### src/hdl/sqo_pkg.sv
// Package: sizes, opcodes, status codes, FSM states, ring helpers and value conversions.
`timescale 1ns / 1ps
package sqo_pkg;

  localparam int DEPTH      = 64;
  localparam int DATA_WIDTH = 32;
  localparam int PTR_W      = (DEPTH > 1) ? $clog2(DEPTH) : 1;
  localparam int CNT_W      = $clog2(DEPTH + 1);
  localparam int SUM_W      = CNT_W + 1;

  localparam logic [2:0] ACT_PUSH  = 3'd0;
  localparam logic [2:0] ACT_PRINT = 3'd1;
  localparam logic [2:0] ACT_PEEK  = 3'd2;
  localparam logic [2:0] ACT_POP   = 3'd3;
  localparam logic [2:0] ACT_SWAP  = 3'd4;

  localparam logic [2:0] ST_OK         = 3'd0;
  localparam logic [2:0] ST_BADARG     = 3'd1;
  localparam logic [2:0] ST_PEEK_EMPTY = 3'd2;
  localparam logic [2:0] ST_POP_EMPTY  = 3'd3;
  localparam logic [2:0] ST_SWAP_SHORT = 3'd4;
  localparam logic [2:0] ST_FULL       = 3'd5;
  localparam logic [2:0] ST_HALTED     = 3'd6;

  typedef enum logic [2:0] {
    S_IDLE,
    S_EXEC,
    S_PEEK,
    S_PRINT,
    S_SWAP_A,
    S_SWAP_B,
    S_SWAP_C
  } state_t;

  typedef logic [PTR_W-1:0]      ptr_t;
  typedef logic [CNT_W-1:0]      cnt_t;
  typedef logic [DATA_WIDTH-1:0] word_t;

  function automatic ptr_t ring_add(input ptr_t ptr, input cnt_t off);
    logic [SUM_W-1:0] s;
    s = SUM_W'(ptr) + SUM_W'(off);
    if (s >= SUM_W'(DEPTH)) s = s - SUM_W'(DEPTH);
    return s[PTR_W-1:0];
  endfunction

  function automatic ptr_t ring_dec(input ptr_t ptr);
    ptr_t r;
    if (ptr == '0) r = PTR_W'(DEPTH - 1);
    else r = ptr - PTR_W'(1);
    return r;
  endfunction

  function automatic word_t to_store(input logic signed [31:0] v);
    logic [63:0] e;
    e = 64'(v);
    return e[DATA_WIDTH-1:0];
  endfunction

  function automatic logic signed [31:0] to_out(input word_t w);
    logic [63:0] e;
    e = 64'($signed(w));
    return $signed(e[31:0]);
  endfunction

endpackage

### src/hdl/stack_queue_opcode_unit.sv
// Top level: stack / queue opcode unit around one entry RAM.
//
// Input channel (in_*): one opcode item per handshake (in_valid high, in_stall
// low). The unit takes one item at a time; in_stall is high while an item is
// being worked on. Result channel (out_*): items leave an output register,
// each accepted when out_valid is high and out_stall low.
// Steps per item, set by the single RAM read port with its registered read data:
//   push, pop, errors, halted, unused codes: result emitted in S_EXEC;
//   peek: read in S_EXEC, result in S_PEEK; swap: S_EXEC, S_SWAP_A, S_SWAP_B,
//   S_SWAP_C (two reads, two writes); print all: read in S_EXEC, then one result
//   per cycle in S_PRINT while out_stall stays low.
// Configuration: cfg_we writes cfg_wdata into lifo_mode (1 stack, 0 queue);
// write only while the unit is idle.
// Reset (rst_n low, synchronous): front pointer, entry count and halted flag
// clear, lifo_mode returns to 1, the output register empties. The RAM is not
// cleared; entries are only read after they are written.
// A stalled receiver holds the output register; each step that emits a result
// waits until the register can take it.
module stack_queue_opcode_unit (
  input  logic               clk,
  input  logic               rst_n,
  input  logic               in_valid,
  output logic               in_stall,
  input  logic [2:0]         in_action,
  input  logic signed [31:0] in_push_value,
  input  logic               in_arg_ok,
  output logic               out_valid,
  input  logic               out_stall,
  output logic signed [31:0] out_data,
  output logic               out_data_valid,
  output logic [2:0]         out_status,
  output logic               out_last,
  input  logic               cfg_we,
  input  logic               cfg_wdata
);

  sqo_pkg::state_t state_r, state_nxt;
  logic [2:0]      act_r;
  sqo_pkg::word_t  val_r;
  logic            ok_r;
  sqo_pkg::ptr_t   front_r, front_nxt;
  sqo_pkg::cnt_t   cnt_r, cnt_nxt;
  logic            halted_r, halted_nxt;
  sqo_pkg::ptr_t   idx_r, idx_nxt;
  sqo_pkg::word_t  tmp_r, tmp_nxt;
  logic            lifo_mode_r;

  logic               out_valid_r;
  logic signed [31:0] out_data_r;
  logic               out_data_valid_r;
  logic [2:0]         out_status_r;
  logic               out_last_r;

  logic               emit;
  logic signed [31:0] e_data;
  logic               e_dv;
  logic [2:0]         e_st;
  logic               e_last;

  logic           mem_we, mem_re;
  sqo_pkg::ptr_t  mem_waddr, mem_raddr;
  sqo_pkg::word_t mem_wdata, mem_rdata;

  logic in_accept, out_free, print_last;

  assign in_stall  = (state_r != sqo_pkg::S_IDLE);
  assign in_accept = in_valid && !in_stall;
  assign out_free  = !out_valid_r || !out_stall;
  assign print_last = (sqo_pkg::CNT_W'(idx_r) == cnt_r - sqo_pkg::CNT_W'(1));

  sqo_ram #(
    .DEPTH  (sqo_pkg::DEPTH),
    .ADDR_W (sqo_pkg::PTR_W),
    .DATA_W (sqo_pkg::DATA_WIDTH)
  ) u_ram (
    .clk   (clk),
    .we    (mem_we),
    .waddr (mem_waddr),
    .wdata (mem_wdata),
    .re    (mem_re),
    .raddr (mem_raddr),
    .rdata (mem_rdata)
  );

  always_comb begin
    state_nxt  = state_r;
    front_nxt  = front_r;
    cnt_nxt    = cnt_r;
    halted_nxt = halted_r;
    idx_nxt    = idx_r;
    tmp_nxt    = tmp_r;
    mem_we     = 1'b0;
    mem_waddr  = front_r;
    mem_wdata  = val_r;
    mem_re     = 1'b0;
    mem_raddr  = front_r;
    emit       = 1'b0;
    e_data     = '0;
    e_dv       = 1'b0;
    e_st       = sqo_pkg::ST_OK;
    e_last     = 1'b1;
    case (state_r)
      sqo_pkg::S_IDLE: begin
        if (in_accept) state_nxt = sqo_pkg::S_EXEC;
      end
      sqo_pkg::S_EXEC: begin
        if (halted_r) begin
          if (out_free) begin
            emit      = 1'b1;
            e_st      = sqo_pkg::ST_HALTED;
            state_nxt = sqo_pkg::S_IDLE;
          end
        end else begin
          case (act_r)
            sqo_pkg::ACT_PUSH: begin
              if (out_free) begin
                emit      = 1'b1;
                state_nxt = sqo_pkg::S_IDLE;
                if (!ok_r) begin
                  e_st       = sqo_pkg::ST_BADARG;
                  halted_nxt = 1'b1;
                end else if (cnt_r == sqo_pkg::CNT_W'(sqo_pkg::DEPTH)) begin
                  e_st       = sqo_pkg::ST_FULL;
                  halted_nxt = 1'b1;
                end else begin
                  mem_we  = 1'b1;
                  cnt_nxt = cnt_r + sqo_pkg::CNT_W'(1);
                  if (lifo_mode_r) begin
                    front_nxt = sqo_pkg::ring_dec(front_r);
                    mem_waddr = sqo_pkg::ring_dec(front_r);
                  end else begin
                    mem_waddr = sqo_pkg::ring_add(front_r, cnt_r);
                  end
                end
              end
            end
            sqo_pkg::ACT_PRINT: begin
              if (cnt_r == '0) begin
                if (out_free) begin
                  emit      = 1'b1;
                  state_nxt = sqo_pkg::S_IDLE;
                end
              end else begin
                mem_re    = 1'b1;
                idx_nxt   = '0;
                state_nxt = sqo_pkg::S_PRINT;
              end
            end
            sqo_pkg::ACT_PEEK: begin
              if (cnt_r == '0) begin
                if (out_free) begin
                  emit       = 1'b1;
                  e_st       = sqo_pkg::ST_PEEK_EMPTY;
                  halted_nxt = 1'b1;
                  state_nxt  = sqo_pkg::S_IDLE;
                end
              end else begin
                mem_re    = 1'b1;
                state_nxt = sqo_pkg::S_PEEK;
              end
            end
            sqo_pkg::ACT_POP: begin
              if (out_free) begin
                emit      = 1'b1;
                state_nxt = sqo_pkg::S_IDLE;
                if (cnt_r == '0) begin
                  e_st       = sqo_pkg::ST_POP_EMPTY;
                  halted_nxt = 1'b1;
                end else begin
                  front_nxt = sqo_pkg::ring_add(front_r, sqo_pkg::CNT_W'(1));
                  cnt_nxt   = cnt_r - sqo_pkg::CNT_W'(1);
                end
              end
            end
            sqo_pkg::ACT_SWAP: begin
              if (cnt_r < sqo_pkg::CNT_W'(2)) begin
                if (out_free) begin
                  emit       = 1'b1;
                  e_st       = sqo_pkg::ST_SWAP_SHORT;
                  halted_nxt = 1'b1;
                  state_nxt  = sqo_pkg::S_IDLE;
                end
              end else begin
                mem_re    = 1'b1;
                state_nxt = sqo_pkg::S_SWAP_A;
              end
            end
            default: begin
              if (out_free) begin
                emit      = 1'b1;
                state_nxt = sqo_pkg::S_IDLE;
              end
            end
          endcase
        end
      end
      sqo_pkg::S_PEEK: begin
        if (out_free) begin
          emit      = 1'b1;
          e_data    = sqo_pkg::to_out(mem_rdata);
          e_dv      = 1'b1;
          state_nxt = sqo_pkg::S_IDLE;
        end
      end
      sqo_pkg::S_PRINT: begin
        if (out_free) begin
          emit   = 1'b1;
          e_data = sqo_pkg::to_out(mem_rdata);
          e_dv   = 1'b1;
          e_last = print_last;
          if (print_last) begin
            state_nxt = sqo_pkg::S_IDLE;
          end else begin
            idx_nxt   = idx_r + sqo_pkg::PTR_W'(1);
            mem_re    = 1'b1;
            mem_raddr = sqo_pkg::ring_add(front_r,
                          sqo_pkg::CNT_W'(idx_r) + sqo_pkg::CNT_W'(1));
          end
        end
      end
      sqo_pkg::S_SWAP_A: begin
        tmp_nxt   = mem_rdata;
        mem_re    = 1'b1;
        mem_raddr = sqo_pkg::ring_add(front_r, sqo_pkg::CNT_W'(1));
        state_nxt = sqo_pkg::S_SWAP_B;
      end
      sqo_pkg::S_SWAP_B: begin
        mem_we    = 1'b1;
        mem_waddr = front_r;
        mem_wdata = mem_rdata;
        state_nxt = sqo_pkg::S_SWAP_C;
      end
      sqo_pkg::S_SWAP_C: begin
        if (out_free) begin
          mem_we    = 1'b1;
          mem_waddr = sqo_pkg::ring_add(front_r, sqo_pkg::CNT_W'(1));
          mem_wdata = tmp_r;
          emit      = 1'b1;
          state_nxt = sqo_pkg::S_IDLE;
        end
      end
      default: begin
        state_nxt = sqo_pkg::S_IDLE;
      end
    endcase
  end

  always_ff @(posedge clk) begin
    if (!rst_n) begin
      state_r     <= sqo_pkg::S_IDLE;
      front_r     <= '0;
      cnt_r       <= '0;
      halted_r    <= 1'b0;
      lifo_mode_r <= 1'b1;
      out_valid_r <= 1'b0;
    end else begin
      state_r  <= state_nxt;
      front_r  <= front_nxt;
      cnt_r    <= cnt_nxt;
      halted_r <= halted_nxt;
      if (cfg_we) lifo_mode_r <= cfg_wdata;
      if (emit) out_valid_r <= 1'b1;
      else if (!out_stall) out_valid_r <= 1'b0;
    end
  end

  always_ff @(posedge clk) begin
    idx_r <= idx_nxt;
    tmp_r <= tmp_nxt;
    if (in_accept) begin
      act_r <= in_action;
      val_r <= sqo_pkg::to_store(in_push_value);
      ok_r  <= in_arg_ok;
    end
    if (emit) begin
      out_data_r       <= e_data;
      out_data_valid_r <= e_dv;
      out_status_r     <= e_st;
      out_last_r       <= e_last;
    end
  end

  assign out_valid      = out_valid_r;
  assign out_data       = out_data_r;
  assign out_data_valid = out_data_valid_r;
  assign out_status     = out_status_r;
  assign out_last       = out_last_r;

`ifndef SYNTHESIS
  a_cnt_bound: assert property (@(posedge clk) disable iff (!rst_n)
    cnt_r <= sqo_pkg::CNT_W'(sqo_pkg::DEPTH))
    else $error("entry count above depth");

  a_halt_sticky: assert property (@(posedge clk) disable iff (!rst_n)
    halted_r |=> halted_r && $stable(cnt_r) && $stable(front_r))
    else $error("halted unit changed state");

  a_err_single: assert property (@(posedge clk) disable iff (!rst_n)
    out_valid_r && out_status_r != sqo_pkg::ST_OK |-> out_last_r && !out_data_valid_r)
    else $error("error result not a single last item");

  a_we_busy: assert property (@(posedge clk) disable iff (!rst_n)
    mem_we |-> state_r != sqo_pkg::S_IDLE && !halted_r)
    else $error("RAM write outside an active item");
`endif

endmodule

### src/hdl/sqo_ram.sv
// Generic single-port-write, single-port-read RAM with registered read data.
`timescale 1ns / 1ps
module sqo_ram #(
  parameter int DEPTH  = 64,
  parameter int ADDR_W = 6,
  parameter int DATA_W = 32
) (
  input  logic              clk,
  input  logic              we,
  input  logic [ADDR_W-1:0] waddr,
  input  logic [DATA_W-1:0] wdata,
  input  logic              re,
  input  logic [ADDR_W-1:0] raddr,
  output logic [DATA_W-1:0] rdata
);

  logic [DATA_W-1:0] mem [DEPTH];
  logic [DATA_W-1:0] rdata_r;

  always_ff @(posedge clk) begin
    if (we) begin
      mem[waddr] <= wdata;
    end
    if (re) begin
      rdata_r <= mem[raddr];
    end
  end

  assign rdata = rdata_r;

endmodule

### config.mk
export PLATFORM = sky130hd
export DESIGN_NAME = stack_queue_opcode_unit
export DESIGN_NICKNAME = d
export VERILOG_FILES = /design/src/hdl/sqo_pkg.sv /design/src/hdl/stack_queue_opcode_unit.sv /design/src/hdl/sqo_ram.sv
export SDC_FILE = /design/constraint.sdc
export NUM_CORES = 2
export LEC_CHECK = 0
export ABC_CLOCK_PERIOD_IN_PS = 9700
export BUFFER_PORTS_ARGS = -buffer_cell sky130_fd_sc_hd__buf_4
export CORE_MARGIN = 8
export CORE_UTILIZATION = 68
export CTS_BUF_LIST = sky130_fd_sc_hd__clkbuf_16
export CTS_CLUSTER_DIAMETER = 40
export DETAILED_ROUTE_END_ITERATION = 6
export GPL_TIMING_DRIVEN = 0
export PLACE_DENSITY_LB_ADDON = 0.12
export SYNTH_ARGS = -nofsm -noshare
export SYNTH_HDL_FRONTEND = slang
export SYNTH_SLANG_ARGS = --single-unit
### constraint.sdc
create_clock -name clk -period 9.7 [get_ports clk]
set_clock_uncertainty 0.05 [all_clocks]
set_input_delay 1.94 -clock clk [delete_from_list [all_inputs] [get_ports clk]]
set_output_delay 1.94 -clock clk [all_outputs]
set_load 0.02 [all_outputs]
== After elaboration in Yosys (flattened, before gate mapping) ==
Memories as Yosys holds them, arrays and structs flattened. A register that Yosys moved wholly into a read port is not among the register bits.
Cells that the tools add are included.

* Magnitude comparators: 4
* Equality and inequality tests: 26
* Bitwise gates (word level): 1
* Multiplexer cells: 88
* Reduce and logical (&&, ||, !) cells: 22
* Add/sub/neg operators: 11

{| class="wikitable"
|+ Operator list
! kind !! count
|-
| 2-to-1 mux 6 bit || 24
|-
| one-hot mux 32 bit (2 select lines) || 1
|-
| one-hot mux 6 bit (2 select lines) || 4
|-
| 2-to-1 mux 3 bit || 15
|-
| 2-to-1 mux 7 bit || 5
|-
| 2-to-1 mux 32 bit || 1
|-
| != test 2 bit, second input constant || 13
|-
| 2-to-1 mux 1 bit || 24
|-
| subtractor 6 x 1 -> 6 bit, second input constant || 4
|-
| one-hot mux 3 bit (6 select lines) || 1
|-
| adder 6 x 7 -> 8 bit || 2
|-
| >= comparator 8 x 7 -> 1 bit, second input constant || 2
|-
| adder 6 x 1 -> 7 bit, second input constant || 2
|-
| one-hot mux 7 bit (2 select lines) || 1
|-
| equality test 3 x 2 -> 1 bit, second input constant || 4
|-
| equality test 3 bit, second input constant || 4
|-
| one-hot mux 3 bit (4 select lines) || 1
|-
| one-hot mux 3 bit (3 select lines) || 1
|-
| AND reduction 9 bit || 1
|-
| 2-to-1 mux 2 bit || 4
|-
| AND reduction 8 bit || 1
|-
| adder 7 x 1 -> 7 bit, second input constant || 1
|-
| equality test 6 x 7 -> 1 bit || 1
|-
| equality test 7 bit, second input constant || 1
|-
| 23 further kinds || 34
|}

* Logic and storage cells: 168
* Output and inout bits: 39
* Memory bits (writable): 2048
* Register bits: 130
* Memories kept: 1
* Input port bits: 42

{| class="wikitable"
|+ Memories
! name !! depth !! width !! read ports !! clocked after Yosys merged registers in !! write ports !! RTL line !! RTL
|-
| u_ram.mem || 64 || 32 || 1 || 1 || 1 || sqo_ram.sv:17 || <nowiki>logic [DATA_W-1:0] mem [DEPTH];</nowiki>
|}

== Logic depth before layout (Yosys ltp) ==
* Depth in word-level cells: 10
* Gate-level depth with buffers: 16
* Gate-level depth less buffers: 13

== Cells and area by module ==
A second synthesis with hierarchy kept.

* Cell total of the unflattened synthesis: 4105
* Area total of the unflattened synthesis: 86081.3 µm²

{| class="wikitable"
|+ Modules (own cells, without submodules)
! module !! area each (µm²) !! sequential area each (µm²) !! cells each !! times used
|-
| sqo_ram || 79359.9 || 62459.9 || 3511 || 1
|-
| stack_queue_opcode_unit || 6721.4 || 3713.6 || 594 || 1
|}

== Worst setup path before layout ==
OpenSTA, ideal clock, no wires.

* Path kind: in2reg
* Start: input port out_stall
* End: register out_data_r[0], in the netlist out_data[0], enable pin
* Required time: 9.160 ns
* Buffers on the path: 1
* Cell stages on the path: 7
* Library setup time: 0.490 ns
* Path slack: 3.590 ns
* Data arrival time: 5.570 ns
* Cells stage by stage: nand2_1 clkbuf_1 nand3_1 nor2_1 or3_1 a21oi_1 a211oi_1

* Word-level cells in the longest chain between the ends: 7
* Elaborated cells between the ends (all ways): 8
* Those cells by class: 6 x mux; 2 x reduce/logical

{| class="wikitable"
|+ Ends and longest elaborated chain
! element !! RTL line !! RTL
|-
| start: declaration || stack_queue_opcode_unit.sv:28 || <nowiki>input logic out_stall,</nowiki>
|-
| zero test 1 bit * || - ||
|-
| logical OR 1 bit * || stack_queue_opcode_unit.sv:68 || <nowiki>assign out_free = !out_valid_r || !out_stall;</nowiki>
|-
| 2-to-1 mux 1 bit * || - ||
|-
| 2-to-1 mux 1 bit (on tied branches) || stack_queue_opcode_unit.sv:176, stack_queue_opcode_unit.sv:150 ||
|-
| one-hot mux 1 bit (2 select lines) || stack_queue_opcode_unit.sv:114 || <nowiki>case (act_r)</nowiki>
|-
| 2-to-1 mux 1 bit || stack_queue_opcode_unit.sv:107 || <nowiki>if (halted_r) begin</nowiki>
|-
| one-hot mux 1 bit (2 select lines) * || stack_queue_opcode_unit.sv:102 || <nowiki>case (state_r)</nowiki>
|-
| via emit || stack_queue_opcode_unit.sv:54 || <nowiki>logic emit;</nowiki>
|-
| end signal: assignment || stack_queue_opcode_unit.sv:276 || <nowiki>out_data_r <= e_data;</nowiki>
|-
| end: declaration || stack_queue_opcode_unit.sv:49 || <nowiki>logic signed [31:0] out_data_r;</nowiki>
|}

Mark *: on every way through the listed nets, which the timed path passes. The rest lies on a longest branch.
A chain may end at the register's enable or synchronous reset.

== Final worst setup path ==
* Start: register cnt_r[1]
* End: register u_ram.rdata_r[0], in the netlist u_ram.rdata[0], read port of u_ram.mem (data pin)

* Word-level cells in the longest chain between the ends: 5
* Elaborated cells between the ends (all ways): 14
* Those cells by class: 1 x add/sub; 1 x order compare; 1 x eq/ne; 10 x mux; 1 x reduce/logical

{| class="wikitable"
|+ Ends and longest elaborated chain
! element !! RTL line !! RTL
|-
| start: declaration || stack_queue_opcode_unit.sv:42 || <nowiki>sqo_pkg::cnt_t cnt_r, cnt_nxt;</nowiki>
|-
| start signal: assignment || stack_queue_opcode_unit.sv:259 || <nowiki>cnt_r <= cnt_nxt;</nowiki>
|-
| subtractor 7 x 1 -> 7 bit (tied with other cells) || stack_queue_opcode_unit.sv:69 || <nowiki>assign print_last = (sqo_pkg::CNT_W'(idx_r) == cnt_r - sqo_pkg::CNT_W'(1));</nowiki>
|-
| equality test 6 x 7 -> 1 bit (tied with other cells) || stack_queue_opcode_unit.sv:69 ||
|-
| 2-to-1 mux 1 bit (tied with other cells) || stack_queue_opcode_unit.sv:211 || <nowiki>if (print_last) begin</nowiki>
|-
| 2-to-1 mux 1 bit (tied with other cells) || stack_queue_opcode_unit.sv:206 || <nowiki>if (out_free) begin</nowiki>
|-
| one-hot mux 1 bit (3 select lines) or one-hot mux 6 bit (2 select lines) (tied branches) || stack_queue_opcode_unit.sv:102 ||
|-
| end: declaration || sqo_ram.sv:18 || <nowiki>logic [DATA_W-1:0] rdata_r;</nowiki>
|}

Several ways; a longest one is shown, not always the timed one.

==> impl_results.md <==
* CP endpoint kind: register
* Initial core utilization at 0.6822
* Multi-input gate area at 20,420 um2
* CTS Buf Count at 234
* Leak at 33.52 nW
* Total Power at 20.85 mW
* Status: finished with violations
* Share of Yosys cell area claimed by the top area cell type at 0.7486
* Largest cells by area after synthesis: edfxtp_1, nand2_1, nand3_1
* Final setup fails at 0
* Starting DRC count in detailed routing at 9,786
* Core Rows at 132
* # Post-CTS Setup Buffers at 0
* Max-Cap Viols at 0
* Drt drc at 30
* Mapped Cells at 6,326
* EDFF count, synth at 2,191
* Vias in the first global route at 56,440
* Crit path max fanout at 10
* Total Routed Length at 266.8 mm
* Asr flop ratio synth at 0
* Die area at 141,000 um2
* Register area share after synthesis at 0.7529
* Largest net degree at the start of global routing at 65
* Worst path bufs/invs at 2
* R2R Setup Slk at 3.09 ns
* Peak supply drop at 225.6 uV
* Htree depth at 4
* DRT Pass-1 Iters at 7
* Final Critical Period at 6.606 ns
* TritonCTS clock tree: yes
* Cts hold-fix bufs at 0
* Tcrit/Tclk final at 0.6810
* GP Congestion at 1.009
* CP max-delay cell: nor3_2
* Die span in x at 375.5 um
* Post-cts repair resize count at 0
* Synth area leader: edfxtp_1
* Hold Path Class: reg -> reg
* Final HPWL DP at 180.2 mm
* Critical Path Start Type: register
* First-pass GRT wire length at 377.5 mm
* Power Density at 206.8 nW/um2
* Worst slew margin at -0.003958
* Post-synthesis cell type count at 77
* Clock latency on the worst-skew pair at 0.86 ns
* Critical-path cell list: inv_1, ha_1, nor3b_4, or3_1, a31oi_1, a31oi_2, o211ai_2, nand3_1, nor3_2, buf_2, nand3_1, and4_1, nand4_1
* Wire per inst at 30.96 um
* Layout cells sized above 1 at 0.1178
* Nets at 6,794
* Clk buf depth at 3
* CORE AREA at 128,800 um2
* Setup TNS at 0 ns
* Ys Warns at 0
* Synth-to-layout area growth at 14.71%
* GRT overflow at 0
* CP delay by family, top: simple AND/OR/NAND/NOR gates
* RSZ-0062 raised after global routing: false
* Avg Synthesized Cell Area at 13.89 um2
* Critical path arrival at 7.14 ns
* Setup CP Type: reg -> reg
* Failing checks: DRC, slew limit
* Syn Nets at 6,387
* Fillers at 7,131
* Slowest cell delay on critical path at 1.28 ns
* Clock tree sinks at 2,210
* Chip height at 375.5 um
* Root Driver: clkbuf_16
* Worst-path clk slew at 0.06 ns
* Input/output buffers at 80
* GRT Total Usage at 0.3696
* Seq cells post-synth at 2,210
* Initial antenna violation count at 25
* Synth Flop Type: edfxtp_1
* Mapped Area at 87,890 um2
* Worst EP required at 10.24 ns
* DR vias at 59,110
* I/O pin count at 81
* Final ANT Viol Nets at 0
* Max Transition Viols Final at 4
* Worst-Margin Slew at 1.506 ns
* Max Fclk at 151.4 MHz
* Via density at 6.859
* Final hold vios at 0
* Register area at 66,170 um2
* CP dominant cell by count: nand3_1
[through the flow]
step	area, um2	worst slack [ns]	hold WS, ns	utilization	std cells
2_1_floorplan	87890	3.590	0.3915	-	6326
3_3_place_gp	90580	1.418	0.4142	0.7032	8081
3_5_place_dp	93150	2.567	0.4279	0.7230	8172
4_1_cts	100800	3.417	0.4413	0.7824	8609
5_1_grt	100800	3.067	0.4502	0.7824	8609
6_report	100800	3.094	0.4398	0.7826	8618
[layout by cell type, fill, tap and decap left out, drive strengths merged, types with 13 or more instances in the layout]
cell type / count
clkinv: 87
edfxtp: 2191
a22oi: 236
nand4: 66
bufinv: 23
a21o: 36
and4: 62
o211a: 34
o21ai: 50
nand3: 805
a21oi: 256
clkinvlp: 13
dfxtp: 19
nor3: 18
a221oi: 37
xnor2: 22
inv: 96
a32oi: 30
ha: 17
clkbuf: 438
buf: 379
nor2: 122
a211oi: 45
mux2i: 216
nand2: 1475
and2: 40
[path summary, 6_finish.rpt]
path | from | end | cells after the start
setup / recovery | cnt_r[1] | u_ram.rdata[0] | 13
hold / removal | u_ram.rdata[22] | tmp_r[22] | 0
setup reg to reg | cnt_r[1] | u_ram.rdata[0] | 13
hold reg to reg | u_ram.rdata[22] | tmp_r[22] | 0
[synthesized netlist by cell type, types with 3 or more instances]
cell type     n
a211o_1       5
a211oi_1     44
a21o_1       36
a21oi_1     255
a221oi_1     37
a22o_1        4
a22oi_1     236
a311o_1       3
a311oi_1      3
a31oi_1      11
a32oi_1      30
and2_1       40
and3_1        9
and4_1       62
buf_1        33
buf_2       142
buf_4        23
buf_6        10
clkbuf_1    199
dfxtp_1      19
edfxtp_1   2191
ha_1         17
inv_1        18
mux2i_1     216
nand2_1    1475
nand2b_1      5
nand3_1     805
nand3b_1      5
nand4_1      66
nor2_1      121
nor2b_1       4
nor3_1        9
nor3_2        8
nor3b_1       3
nor4_1        5
o211a_1      32
o211ai_1      3
o21a_1        3
o21ai_0      48
o21bai_1      3
o22ai_1       4
or3_1        11
or4_1         3
xnor2_1      22
xor2_1       10
[metal layers]
layer | track usage | part of all wire | vias to the layer above | routed length, um
met3 | 0.1002 | 0.13 | 969 | 34970
met5 | 0.008916 | 0.0016 | - | 433
met1 | 0.4695 | 0.34 | 28800 | 89640
met2 | 0.5628 | 0.45 | 4715 | 120200
li1 | - | - | 24610 | -
met4 | 0.2463 | 0.081 | 16 | 21570
[area by class of cell]
| type | instances | share of cell area |
|---|---|---|
| diodes | 9 | 0.0002234 |
| plain buffers | 408 | 0.01857 |
| clock buffers | 238 | 0.05908 |
| clock inverters | 199 | 0.01675 |
| inverters | 20 | 0.0007571 |
| multi-input cells | 3688 | 0.2025 |
| flip-flops and latches | 2210 | 0.6564 |
| well taps | 1675 | 0.02079 |
| repair buffers | 171 | 0.02492 |
[flip-flops by register name, indices dropped and copies added, names as in the netlist, 3 cells and up]
register / count
act_r: 3
cnt_r: 7
front_r: 6
idx_r: 6
out_data: 32
out_status: 3
state_r: 3
tmp_r: 32
u_ram.mem: 2048
u_ram.rdata: 32
val_r: 32
[cells by family (layout without fill, tap and decap cells)]
logic type / after synthesis / count (layout) / share of synthesized area
xor gates and xnor gates: 32 / 32 / 0.003189
AOI/OAI and AO/OA: 780 / 780 / 0.06045
DFF: 2210 / 2210 / 0.7529
and+or+nand+nor: 2638 / 2638 / 0.1334
buffers and inverters: 428 / 1036 / 0.02215
adders and majority gates: 19 / 19 / 0.002876
muxes: 219 / 219 / 0.02498
other: 0 / 9 / 0
[worst reg2reg max path, cell delays in order, from the launching register on]
cell and delay (ns):
dfxtp_1 0.50, inv_1 0.21, ha_1 0.29, nor3b_4 0.20, or3_1 0.35, a31oi_1 0.41, a31oi_2 0.34, o211ai_2 0.67
nand3_1 0.55, nor3_2 1.29, buf_2 0.48, nand3_1 0.25, and4_1 0.33, nand4_1 0.42
[report_power, final]
part / leakage, nW / switching (mW) / internal, mW
clock network: 3.94 / 3.74 / 5.07
registers: 19.9 / 0.0187 / 10.6
logic: 9.67 / 1.09 / 0.328
Power figures use the tool's default switching activity.
